### config.mk
export PLATFORM = sky130hd
export DESIGN_NAME = flac_ctrl
export DESIGN_NICKNAME = d
export VERILOG_FILES = /design/src/sv/flac_pkg.sv /design/src/sv/flac_ctrl.sv
export SDC_FILE = /design/constraint.sdc
export NUM_CORES = 1
export LEC_CHECK = 0
export BUFFER_PORTS_ARGS = -buffer_cell sky130_fd_sc_hd__buf_2
export CAP_MARGIN = 20
export CELL_PAD_IN_SITES_DETAIL_PLACEMENT = 1
export CELL_PAD_IN_SITES_GLOBAL_PLACEMENT = 1
export CORE_MARGIN = 8
export CORE_UTILIZATION = 37
export DETAILED_ROUTE_END_ITERATION = 8
export GPL_TIMING_DRIVEN = 1
export PLACE_DENSITY = 0.93
export SYNTH_ARGS = -nofsm -noshare
export SYNTH_HDL_FRONTEND = slang
export SYNTH_SLANG_ARGS = --single-unit
### constraint.sdc
create_clock -name clk -period 3 [get_ports clk]
set_clock_uncertainty 0.2 [all_clocks]
set_input_delay 0.3 -clock clk [delete_from_list [all_inputs] [get_ports clk]]
set_output_delay 0.3 -clock clk [all_outputs]
set_load 0.01 [all_outputs]
### src/sv/flac_pkg.sv
`timescale 1ns / 1ps
package flac_pkg;

    localparam int ADDR_W     = 32;
    localparam int ALIGN_W    = 17;
    localparam int PAD_W      = 18;
    localparam int STATUS_W   = 3;
    localparam int CFG_ADDR_W = 4;
    localparam int DIV_STEPS  = 32;
    localparam int DIV_CNT_W  = 6;

    localparam logic [ALIGN_W-1:0] MIN_ALIGN = 17'd8;
    localparam logic [ALIGN_W-1:0] MAX_ALIGN = 17'd65536;

    localparam logic [STATUS_W-1:0] ST_OK      = 3'd0;
    localparam logic [STATUS_W-1:0] ST_NO_FIT  = 3'd1;
    localparam logic [STATUS_W-1:0] ST_FULL    = 3'd2;
    localparam logic [STATUS_W-1:0] ST_UNKNOWN = 3'd3;
    localparam logic [STATUS_W-1:0] ST_BAD     = 3'd4;

    localparam logic [1:0] REG_BASE   = 2'd0;
    localparam logic [1:0] REG_SIZE   = 2'd1;
    localparam logic [1:0] REG_POLICY = 2'd2;

    localparam logic CMD_ALLOC = 1'b0;

    typedef enum logic [3:0] {
        S_IDLE, S_CHECK, S_SLOT, S_EXT, S_DIV, S_PAD, S_ACOMMIT,
        S_LSCAN, S_FSCAN, S_FDECIDE, S_FCOMMIT, S_DONE
    } flac_state_t;

    typedef enum logic [3:0] {
        OP_NOP, OP_LOAD, OP_SLOT_CLR, OP_SLOT_INC, OP_IDX_CLR, OP_DIV_START,
        OP_PAD_INIT, OP_PAD_ADD, OP_EVAL, OP_ACOMMIT, OP_FREE_LATCH, OP_FSCAN,
        OP_FCOMMIT, OP_FAIL, OP_OUT_LOAD
    } flac_op_t;

    typedef struct packed {
        flac_op_t            op;
        logic [STATUS_W-1:0] fail_code;
    } flac_cmd_t;

    typedef struct packed {
        logic is_free;
        logic bad;
        logic slot_end;
        logic slot_free;
        logic live_hit;
        logic idx_end;
        logic found;
        logic div_done;
        logic pad_small;
        logic first_fit_hit;
        logic fscan_stop;
        logic free_full;
    } flac_stat_t;

endpackage

### src/sv/flac_ctrl.sv
`timescale 1ns / 1ps
module flac_ctrl
    import flac_pkg::*;
(
    input  logic       clk,
    input  logic       rst_n,
    input  logic       in_valid,
    output logic       in_ready,
    output logic       out_valid,
    input  logic       out_ready,
    output flac_cmd_t  cmd,
    input  flac_stat_t stat
);

    flac_state_t state_reg, state_next;
    logic        ovalid_reg, ovalid_next;
    logic        out_load;

    always_comb
    begin
        state_next = state_reg;
        case (state_reg)
            S_IDLE:    if (in_valid) state_next = S_CHECK;
            S_CHECK:
            begin
                if (stat.is_free)
                    state_next = S_LSCAN;
                else if (stat.bad)
                    state_next = S_DONE;
                else
                    state_next = S_SLOT;
            end
            S_SLOT:
            begin
                if (stat.slot_end)
                    state_next = S_DONE;
                else if (stat.slot_free)
                    state_next = S_EXT;
            end
            S_EXT:
            begin
                if (stat.idx_end)
                    state_next = stat.found ? S_ACOMMIT : S_DONE;
                else
                    state_next = S_DIV;
            end
            S_DIV:     if (stat.div_done) state_next = S_PAD;
            S_PAD:
            begin
                if (!stat.pad_small)
                    state_next = stat.first_fit_hit ? S_ACOMMIT : S_EXT;
            end
            S_ACOMMIT: state_next = S_DONE;
            S_LSCAN:
            begin
                if (stat.slot_end)
                    state_next = S_DONE;
                else if (stat.live_hit)
                    state_next = S_FSCAN;
            end
            S_FSCAN:   if (stat.fscan_stop) state_next = S_FDECIDE;
            S_FDECIDE: state_next = stat.free_full ? S_DONE : S_FCOMMIT;
            S_FCOMMIT: state_next = S_DONE;
            S_DONE:    if (!ovalid_reg || out_ready) state_next = S_IDLE;
            default:   state_next = S_IDLE;
        endcase
    end

    always_comb
    begin
        cmd.op        = OP_NOP;
        cmd.fail_code = ST_OK;
        in_ready      = 1'b0;
        out_load      = 1'b0;
        case (state_reg)
            S_IDLE:
            begin
                in_ready = 1'b1;
                if (in_valid)
                    cmd.op = OP_LOAD;
            end
            S_CHECK:
            begin
                if (!stat.is_free && stat.bad)
                begin
                    cmd.op        = OP_FAIL;
                    cmd.fail_code = ST_BAD;
                end
                else
                    cmd.op = OP_SLOT_CLR;
            end
            S_SLOT:
            begin
                if (stat.slot_end)
                begin
                    cmd.op        = OP_FAIL;
                    cmd.fail_code = ST_FULL;
                end
                else if (stat.slot_free)
                    cmd.op = OP_IDX_CLR;
                else
                    cmd.op = OP_SLOT_INC;
            end
            S_EXT:
            begin
                if (stat.idx_end && !stat.found)
                begin
                    cmd.op        = OP_FAIL;
                    cmd.fail_code = ST_NO_FIT;
                end
                else if (!stat.idx_end)
                    cmd.op = OP_DIV_START;
            end
            S_DIV:     if (stat.div_done) cmd.op = OP_PAD_INIT;
            S_PAD:     cmd.op = stat.pad_small ? OP_PAD_ADD : OP_EVAL;
            S_ACOMMIT: cmd.op = OP_ACOMMIT;
            S_LSCAN:
            begin
                if (stat.slot_end)
                begin
                    cmd.op        = OP_FAIL;
                    cmd.fail_code = ST_UNKNOWN;
                end
                else if (stat.live_hit)
                    cmd.op = OP_FREE_LATCH;
                else
                    cmd.op = OP_SLOT_INC;
            end
            S_FSCAN:   cmd.op = OP_FSCAN;
            S_FDECIDE:
            begin
                if (stat.free_full)
                begin
                    cmd.op        = OP_FAIL;
                    cmd.fail_code = ST_FULL;
                end
            end
            S_FCOMMIT: cmd.op = OP_FCOMMIT;
            S_DONE:
            begin
                if (!ovalid_reg || out_ready)
                begin
                    cmd.op   = OP_OUT_LOAD;
                    out_load = 1'b1;
                end
            end
            default: ;
        endcase
    end

    always_comb
    begin
        if (out_load)
            ovalid_next = 1'b1;
        else if (out_ready)
            ovalid_next = 1'b0;
        else
            ovalid_next = ovalid_reg;
    end

    always_ff @(posedge clk or negedge rst_n)
    begin
        if (!rst_n)
        begin
            state_reg  <= S_IDLE;
            ovalid_reg <= 1'b0;
        end
        else
        begin
            state_reg  <= state_next;
            ovalid_reg <= ovalid_next;
        end
    end

    assign out_valid = ovalid_reg;

endmodule

==> results of run 1 <==
layout make-up:
| cell class | count | area [um^2] |
|---|---|---|
| Fill cell | 267 | 1020 |
| Multi-Input combinational cell | 93 | 608 |
| Timing Repair Buffer | 28 | 153 |
| Sequential cell | 5 | 125 |
| Tap cell | 27 | 33.8 |
| Clock buffer | 4 | 26.3 |
| Inverter | 4 | 15.0 |
path summary, 6_finish.rpt:
check                      slack (ns)            to  depth (start not counted)    startpoint
min in group asynchronous        0.23  state_reg[3]                          2         rst_n
min reg2reg                      0.39     out_valid                          2     out_valid
min                              0.21     out_valid                          3     out_ready
max reg2reg                      0.73  state_reg[0]                          4  state_reg[2]
max                              0.44        cmd[3]                          6  state_reg[0]
max in group asynchronous        2.23  state_reg[0]                          2         rst_n
metal layers:
metal  routed length [um]  global-route usage [%]  vias up
li1                     -                       -      483
met1                 1370                    20.8      489
met2                 1490                    27.3       30
met3                  165                    1.03        9
met4                   62                    8.12        0
met5                    0                       0        -
power by group through the flow:
stage | logic [mW] | clock network (mW) | registers [mW]
2_1_floorplan | 0.571 | 0 | 0.133
6_report | 0.750 | 0.0812 | 0.200
5_1_grt | 0.821 | 0.0865 | 0.206
4_1_cts | 0.747 | 0.0815 | 0.197
3_3_place_gp | 0.720 | 0 | 0.192
3_5_place_dp | 0.740 | 0 | 0.198
through the flow:
step / std cells / cell area (um^2) / power [mW] / hold WS (ns)
finish: 161 / 961 / 1.03 / 0.212
global route: 161 / 961 / 1.11 / 0.217
CTS: 161 / 961 / 1.03 / 0.204
detailed placement: 156 / 925 / 0.938 / -0.0776
global placement: 156 / 925 / 0.913 / -0.0853
floorplan: 111 / 786 / 0.704 / -0.196
worst register-to-register path, cell delays in order, from the launching register on:
cell and delay [ns]:
dfrtp_1 0.82, nand2b_2 0.22, or4_1 0.59, and4_4 0.22, a22oi_2 0.13
layout by cell type, fill, tap and decap left out, types with 4 or more instances in the layout:
cell type	Yosys	routed
a21oi_1	4	4
buf_2	3	24
dfrtp_1	5	5
inv_1	4	4
nand2_1	8	8
nand2b_1	5	5
nand3_1	4	4
nand4_1	4	4
nor2_1	6	6
nor3_1	8	8
o21ai_0	8	8
repair_timing:
action | in CTS | in global routing
hold endpoints to repair | 5 | 0
hold buffers | 1 | 0
gates resized for setup | 0 | 0
kinds of logic (layout without fill, tap and decap cells):
logic type             after synthesis  count (layout)
muxes                                2               2
DFF                                  5               5
buffers and inverters               13              36
AOI/OAI and AO/OA                   39              39
and+or+nand+nor                     52              52
==> flow_summary_export.csv, run 1 <==
group,metric,value,unit
power,p_int,0.475,mW
timing,setup_ws,0.440,ns
synth,yosysTopAreaCell,"dfrtp_1",
floorplanning,start_util,39.6,%
synth,syn_inst,111,
routing,avgViaCountPerCell,6.28,
clock_tree,cts_root_buf,"clkbuf_4",
setup_path,crit_slowest_cell,"dfrtp_1",
power,switchingPower,0.556,mW
timing,finalSetupTns,0,ns
timing,report.final.slew_viol_count,0,
routing,drt_wl_total,3080,um
synth,ys.flop_type,"dfrtp_1",
floorplanning,rows,16,
layout,areaGrowthSynthToFinish,22.3,%
power,p_clk_share,7.9,%
synth,synthesis.nets,127,
grt,grt_max_degree,26,
clock_tree,cts_made_buffers,3,
timing,finalHoldViolCount,0,
grt,gr-total-overflow,0,
grt,grtUsageTotal,16.4,%
synth,synth_xor_area_share,0,%
synth,synthArstFlopShare,100,%
synth,synth-seq-cells,5,
layout,nets,151,
power,p_sw_share,53.9,%
timing,fin_crit_sh,85.3,%
setup_path,critPathTopFamily,"flip-flops",
synth,synth-simple-area-share,37.6,%
placed_design,place_ws,0.717,ns
synth,netlist_top_cells_area,"dfrtp_1 (16%), nor3_1 (5.1%), o21ai_0 (5.1%)",
routing,dr_total_vias,1011,
flow_run,max-cap-violations,0,
setup_path,path_cells,"buf_4, and3_1, a211oi_1, a311o_1, nand3_1, buf_2",
power,ir_worst_vdd,0.538,mV
clock_tree,cts_sinks,5,
clock_tree,clk_latency,0.24,ns
synth,synthTopCellsByCount,"nand2_1 (8), nor3_1 (8), o21ai_0 (8)",
synth,synth_top_family_by_area,"simple AND/OR/NAND/NOR gates",
setup_path,required,2.50,ns
placed_design,post-dp-hpwl,2300,um
clock_tree,clkTransAtPathRegs,0.05,ns
placed_design,numPortBuffers,24,
setup_path,max_stage_delay,0.67,ns
synth,yosysSeqAreaShare,15.9,%
setup_path,crit_buf_inv,2,
layout,num_antenna_cells,0,
layout,final_util,48.5,%
synth,synthMuxAreaShare,2.71,%
power,pwr-share-comb,72.7,%
timing,slew_headroom,49.9,%
setup_path,critical_path_class,"reg -> out",
setup_path,end_kind,"primary output",
synth,synth-edff-count,0,
routing,drt_drc_violations_left,0,
synth,synth_fa_ha_area_share,0,%
grt,grt_pass1_wl,4770,um
synth,synth_top_area_share,15.9,%
routing,drt_pass1_iterations,4,
layout,largest_register_ffs,4,
floorplanning,fp.dieH,62.1,um
routing,final_antenna_net_count,0,
power,power_density,1070,mW/mm^2
synth,synth.cell_area,786,um^2
floorplanning,io_pins,25,
timing,fin_crit,2.56,ns
grt,antenna_found_initial,0,
setup_path,cp-start-kind,"flop",
placed_design,place.gp.congestion,0.940,
power,leakagePower,0.419,nW
clock_tree,post-cts-setup-buffers,0,
clock_tree,cts.path.max_buffers,2,
synth,synth.avg_cell_area,7.08,um^2
synth,yosysUniqueCellTypes,46,
timing,fmax,391,MHz
status,status,"finished clean",
min_path,hp-class,"in -> reg",
synth,yosysWarnings,0,
clock_tree,ctsHtreeMaxLevel,1,
power,pwr-share-seq,19.4,%
timing,rsz0062_at_grt,"no",
floorplanning,die_x,62.1,um
layout,drive_gt1_share,27.6,%
setup_path,path_max_fanout,16,
floorplanning,core,0.00198,mm^2
grt,grt_pass1_vias,1055,
floorplanning,die_area,0.00385,mm^2
routing,wl_per_cell,19.2,um
clock_tree,cts_tree,"done",
synth,synth_compound_area_share,37.1,%
setup_path,cp_data_arrival_time,2.06,ns
timing,setup_viol,0,
timing,worst_pin_slew,0.752,ns
routing,first_iter_violations,40,
No activity file was read; power rests on OpenSTA's default activity.
==> run 2: changes to the inputs <==
Settings changed: CORE_UTILIZATION 37 to 35, PLACE_DENSITY 0.93 to 0.89.
Clock period 3 ns to 2.85 ns, I/O delays scaled along.
==> flow_summary_export.csv, run 2 (same netlist as run 1, synthesis figures left out) <==
group,metric,value,unit
clock_tree,cts_resized,0,
clock_tree,clk_latency,0.25,ns
layout,largest_register_ffs,4,
setup_path,critical_path_class,"reg -> out",
setup_path,r2r_cells,5,
setup_path,cp-start-kind,"flop",
clock_tree,cts_sinks,5,
floorplanning,die_area,0.00402,mm^2
flow_run,max-cap-violations,0,
routing,drt_pass1_iterations,4,
routing,wl_per_cell,19.4,um
grt,gr-total-overflow,0,
clock_tree,cts.path.max_buffers,2,
layout,nets,152,
layout,areaGrowthSynthToFinish,23.6,%
setup_path,end_kind,"primary output",
timing,finalSetupTns,0,ns
grt,grt_pass1_vias,1073,
power,finalPower,1.10,mW
floorplanning,rows,17,
setup_path,r2r_slack,0.61,ns
clock_tree,cts_tree,"done",
timing,setup_viol,0,
setup_path,cp_data_arrival_time,1.99,ns
floorplanning,fp.dieH,63.4,um
clock_tree,cts_root_buf,"clkbuf_4",
placed_design,place.gp.congestion,0.930,
setup_path,path_cells,"buf_4, nor2b_1, and3_1, nand2_1, o21ai_0, buf_2",
timing,fin_crit,2.47,ns
power,ir_worst_vdd,0.538,mV
layout,num_antenna_cells,0,
min_path,hp-class,"in -> reg",
clock_tree,cts_made_buffers,3,
min_path,hold_path_depth,3,
setup_path,path_max_fanout,12,
timing,slew_headroom,64.2,%
timing,fmax,404,MHz
grt,grt_pass1_wl,5240,um
setup_path,max_stage_delay,0.58,ns
floorplanning,start_util,36.2,%
timing,rsz0062_at_grt,"no",
floorplanning,die_x,63.4,um
setup_path,critPathTopFamily,"simple AND/OR/NAND/NOR gates",
setup_path,crit_buf_inv,2,
routing,dr_total_vias,1011,
routing,final_antenna_net_count,0,
grt,grtUsageTotal,15.5,%
layout,layout_common_cells,"buf_2 (24), nor3_1 (8), o21ai_0 (8), nand2_1 (8), nor2_1 (6)",
setup_path,required,2.37,ns
clock_tree,clkTransAtPathRegs,0.05,ns
power,power_density,1130,mW/mm^2
routing,drt_wl_total,3160,um
grt,grt_max_degree,16,
timing,finalHoldViolCount,0,
floorplanning,io_pins,25,
setup_path,crit_slowest_cell,"dfrtp_1",
placed_design,numPortBuffers,24,
setup_path,reg2reg_from,"state_reg[2]",
timing,fin_crit_sh,86.8,%
floorplanning,core,0.00217,mm^2
routing,drt_drc_violations_left,0,
min_path,hp-start,"out_ready",
min_path,hold_end,"out_valid",
setup_path,r2r-end,"state_reg[2]",
grt,antenna_found_initial,0,
routing,avgViaCountPerCell,6.20,
placed_design,post-dp-hpwl,2420,um
power,leakagePower,0.427,nW
status,status,"finished clean",
routing,first_iter_violations,41,
layout,drive_gt1_share,28.9,%
timing,worst_pin_slew,0.536,ns
layout,final_common_cell,"buf_2",
clock_tree,ctsHtreeMaxLevel,1,
timing,report.final.slew_viol_count,0,
## run 2: report_power, final
group          leakage (nW)  switching (mW)  internal [mW]
Sequential           0.0606           0.105          0.105
Clock                0.0177          0.0334         0.0510
Combinational         0.349           0.456          0.347
Total                 0.427           0.594          0.503
## run 2: cell type report
type,count,area (um^2)
Clock inverter,1,5.00
Inverter,4,15.0
Tap cell,28,35.0
Timing Repair Buffer,29,160
Clock buffer,3,22.5
Multi-Input combinational cell,93,608
Fill cell,309,1200
Sequential cell,5,125
## run 2: metrics by stage
stage               instances  area (um^2)  util (%)  hold WS, ns  worst slack, ns
finish                    163          971      44.8        0.174            0.377
global route              163          971      44.8        0.189            0.244
CTS                       163          971      44.8        0.167            0.380
detailed placement        158          933      43.0      -0.0931            0.638
global placement          158          933      43.0      -0.0995            0.683
floorplan                 111          786         -       -0.211            0.996
## run 2: routing by layer
| layer | wire [um] | track usage [%] | vias up | part of all wire [%] |
|---|---|---|---|---|
| li1 | - | - | 477 | - |
| met1 | 1340 | 18.9 | 494 | 42 |
| met2 | 1620 | 26.4 | 38 | 51 |
| met3 | 196 | 1.94 | 2 | 6.2 |
| met4 | 13 | 6.96 | 0 | 0.41 |
| met5 | 0 | 0 | - | 0 |
## run 2: worst max-delay path by stage
| stage | start | end | slack [ns] | depth (start not counted) |
|---|---|---|---|---|
| after detailed placement | state_reg[2] | state_reg[2] | 0.64 | 5 |
| after floorplan | state_reg[0] | cmd[6] | 1.0 | 5 |
| after CTS | state_reg[3] | cmd[1] | 0.38 | 6 |
| after global placement | state_reg[2] | state_reg[2] | 0.68 | 5 |
| after global routing | state_reg[3] | cmd[1] | 0.24 | 6 |
| final | state_reg[3] | cmd[1] | 0.38 | 6 |
## run 2: repair_timing
item,4_1_cts,5_1_grt
endpoints found under the hold margin,5,0
setup endpoints to repair,0,0
setup buffers,0,0
hold buffers,1,0
## run 2: worst min-delay path, stage by stage
cell and delay (ns):
buf_2 0.09, nand2b_1 0.13, o31ai_1 0.08
==> run 3: changes to the inputs <==
Settings changed: ABC_AREA from default to 1, CORE_UTILIZATION 35 to 30, PLACE_DENSITY 0.89 to 0.87.
==> flow_summary_export.csv, run 3 <==
group,metric,value,unit
status,status,"finished clean",
grt,grtUsageTotal,13.6,%
floorplanning,io_pins,25,
timing,finalSetupTns,0,ns
grt,grt_use_met1,14.2,%
routing,wl_per_cell,13.8,um
placed_design,place_ws,0.834,ns
floorplanning,die_x,64.5,um
grt,gr-total-overflow,0,
grt,grt_use_met2,26.5,%
synth,synthMuxAreaShare,0,%
layout,final_common_cell,"nand2_1",
setup_path,path_max_fanout,6,
grt,grtUsageMet3,2.92,%
synth,synth.avg_cell_area,4.93,um^2
layout,areaGrowthSynthToFinish,27.2,%
synth,synth-seq-cells,5,
floorplanning,start_util,31.8,%
timing,setup_ws,0.576,ns
setup_path,cp-start-kind,"flop",
synth,synth_xor_area_share,0,%
routing,first_iter_violations,25,
power,pwr-share-comb,73.8,%
placed_design,place.gp.congestion,0.926,
layout,nets,189,
setup_path,max_stage_delay,0.45,ns
setup_path,cp_common_cell,"inv_1",
power,leakagePower,0.579,nW
layout,num_antenna_cells,0,
layout,largest_register_ffs,4,
clock_tree,ctsHtreeMaxLevel,1,
synth,syn_inst,143,
timing,fmax,440,MHz
power,ir_worst_vdd,0.473,mV
floorplanning,fp.dieH,64.5,um
routing,final_antenna_net_count,0,
placed_design,post-dp-hpwl,2400,um
grt,antenna_found_initial,0,
timing,finalHoldViolCount,0,
placed_design,numPortBuffers,24,
synth,synth_compound_area_share,7.10,%
synth,synth_top_family_by_area,"simple AND/OR/NAND/NOR gates",
clock_tree,cts_sinks,5,
synth,yosysUniqueCellTypes,14,
flow_run,max-cap-violations,0,
power,p_clk_share,9.2,%
setup_path,end_kind,"primary output",
grt,grt_pass1_wl,4650,um
setup_path,required,2.37,ns
clock_tree,cts_made_buffers,3,
layout,fill_cells,347,
synth,synthArstFlopShare,100,%
synth,synthesis.nets,159,
synth,synth-edff-count,0,
clock_tree,cts_root_buf,"clkbuf_4",
setup_path,crit_buf_inv,3,
grt,grt_max_degree,8,
grt,grt_pass1_vias,1075,
layout,layout_common_cells,"nand2_1 (52), nor2_1 (26), buf_2 (24)",
routing,avgViaCountPerCell,4.92,
synth,yosysMostFrequentCell,"nand2_1",
synth,synth_top_area_share,27.7,%
power,power_density,1020,mW/mm^2
grt,top_usage_layer,"met2",
clock_tree,cts_hold_buffers,1,
clock_tree,post-cts-setup-buffers,0,
routing,drt_wl_total,2750,um
clock_tree,cts_tree,"done",
min_path,hp-class,"in -> reg",
layout,drive_gt1_share,20.9,%
timing,fin_crit_sh,79.8,%
routing,dr_total_vias,983,
timing,fin_crit,2.27,ns
floorplanning,die_area,0.00415,mm^2
routing,drt_pass1_iterations,4,
layout,finalNonFillerCells,200,
setup_path,critical_path_class,"reg -> out",
timing,worst_pin_slew,0.303,ns
synth,synth_fa_ha_area_share,0,%
synth,ys.flop_type,"dfrtp_1",
power,p_int,0.386,mW
synth,netlist_top_cells_area,"nand2_1 (28%), dfrtp_1 (18%), nor2_1 (14%)",
synth,synth.cell_area,704,um^2
synth,yosysTopAreaCell,"nand2_1",
clock_tree,cts_resized,0,
clock_tree,clkTransAtPathRegs,0.05,ns
clock_tree,cts.path.max_buffers,2,
power,switchingPower,0.523,mW
synth,synth-simple-area-share,61.8,%
timing,slew_headroom,79.6,%
timing,setup_viol,0,
placed_design,place_inst,195,
synth,synthTopCellsByCount,"nand2_1 (52), nor2_1 (26), inv_1 (22)",
routing,drt_drc_violations_left,0,
timing,rsz0062_at_grt,"no",
setup_path,cp_data_arrival_time,1.79,ns
setup_path,path_cells,"inv_1, nor2_1, nand2_1, o21ai_0, inv_1, nand4_1, buf_2",
timing,report.final.slew_viol_count,0,
floorplanning,core,0.00221,mm^2
setup_path,crit_slowest_cell,"dfrtp_1",
clock_tree,clk_latency,0.25,ns
synth,yosysWarnings,0,
synth,yosysSeqAreaShare,17.8,%
floorplanning,rows,17,
setup_path,critPathTopFamily,"simple AND/OR/NAND/NOR gates",
power,pwr-share-seq,17.1,%
power,p_sw_share,57.5,%
run 3: cell count changes after synthesis, moves of 4 or more:
cell	delta
nand2_1	+44
inv_1	+18
o21ai_0	-4
nand3_1	+5
clkbuf_1	-4
nand2b_1	-5
nor3_1	-5
nor2_1	+20
nor2_2	+5
run 3: power groups by stage:
stage / combinational [mW] / clock (mW) / sequential (mW)
after detailed placement: 0.676 / 0 / 0.154
after global routing: 0.759 / 0.0896 / 0.162
after global placement: 0.646 / 0 / 0.147
final: 0.671 / 0.0836 / 0.155
after floorplan: 0.448 / 0 / 0.146
after CTS: 0.679 / 0.0855 / 0.155
run 3: final timing paths:
check | startpoint | endpoint | slack (ns) | cells past startpoint
hold / removal | out_ready | out_valid | 0.13 | 4
setup reg to reg | state_reg[2] | state_reg[0] | 1.11 | 9
hold reg to reg | state_reg[0] | state_reg[0] | 0.42 | 2
max in group asynchronous | rst_n | state_reg[2] | 2.12 | 2
setup / recovery | state_reg[2] | cmd[4] | 0.58 | 7
min in group asynchronous | rst_n | state_reg[3] | 0.18 | 2
run 3: cell type report:
class	instances	area (um^2)	share of cell area (%)
clock buffers	4	26.3	2.93
inverters	25	93.8	10.5
repair buffers	25	130	14.5
well taps	28	35.0	3.91
multi-input cells	113	485	54.2
flip-flops and latches	5	125	14.0
run 3: through the flow:
step	util (%)	hold slack, ns	power, mW	area [um^2]
after CTS	40.5	0.135	0.920	896
final	40.5	0.130	0.909	896
after floorplan	-	-0.211	0.594	704
after global placement	38.9	-0.0982	0.794	860
after global routing	40.5	0.165	1.01	896
after detailed placement	38.9	-0.0939	0.830	860
run 3: kinds of logic (layout without fill, tap and decap cells):
| kind of cell | after synthesis | count (layout) |
|---|---|---|
| DFF | 5 | 5 |
| AOI/OAI and AO/OA | 10 | 10 |
| and+or+nand+nor | 103 | 103 |
| buffers and inverters | 25 | 54 |
run 3: worst reg2reg max path: stages, from the launching register on:
cell and delay, ns:
dfrtp_1 0.44, nor2_2 0.27, inv_1 0.07, nor2_1 0.21, nand2_1 0.13, nand2_1 0.11, inv_1 0.05, nand3_1 0.09
nand2_1 0.06, nand2_1 0.06
run 3: metal layers:
layer / up-vias / share of wire (%)
met4: 0 / 1.2
met5: - / 0
met1: 460 / 43
li1: 497 / -
met3: 6 / 3.1
met2: 20 / 53
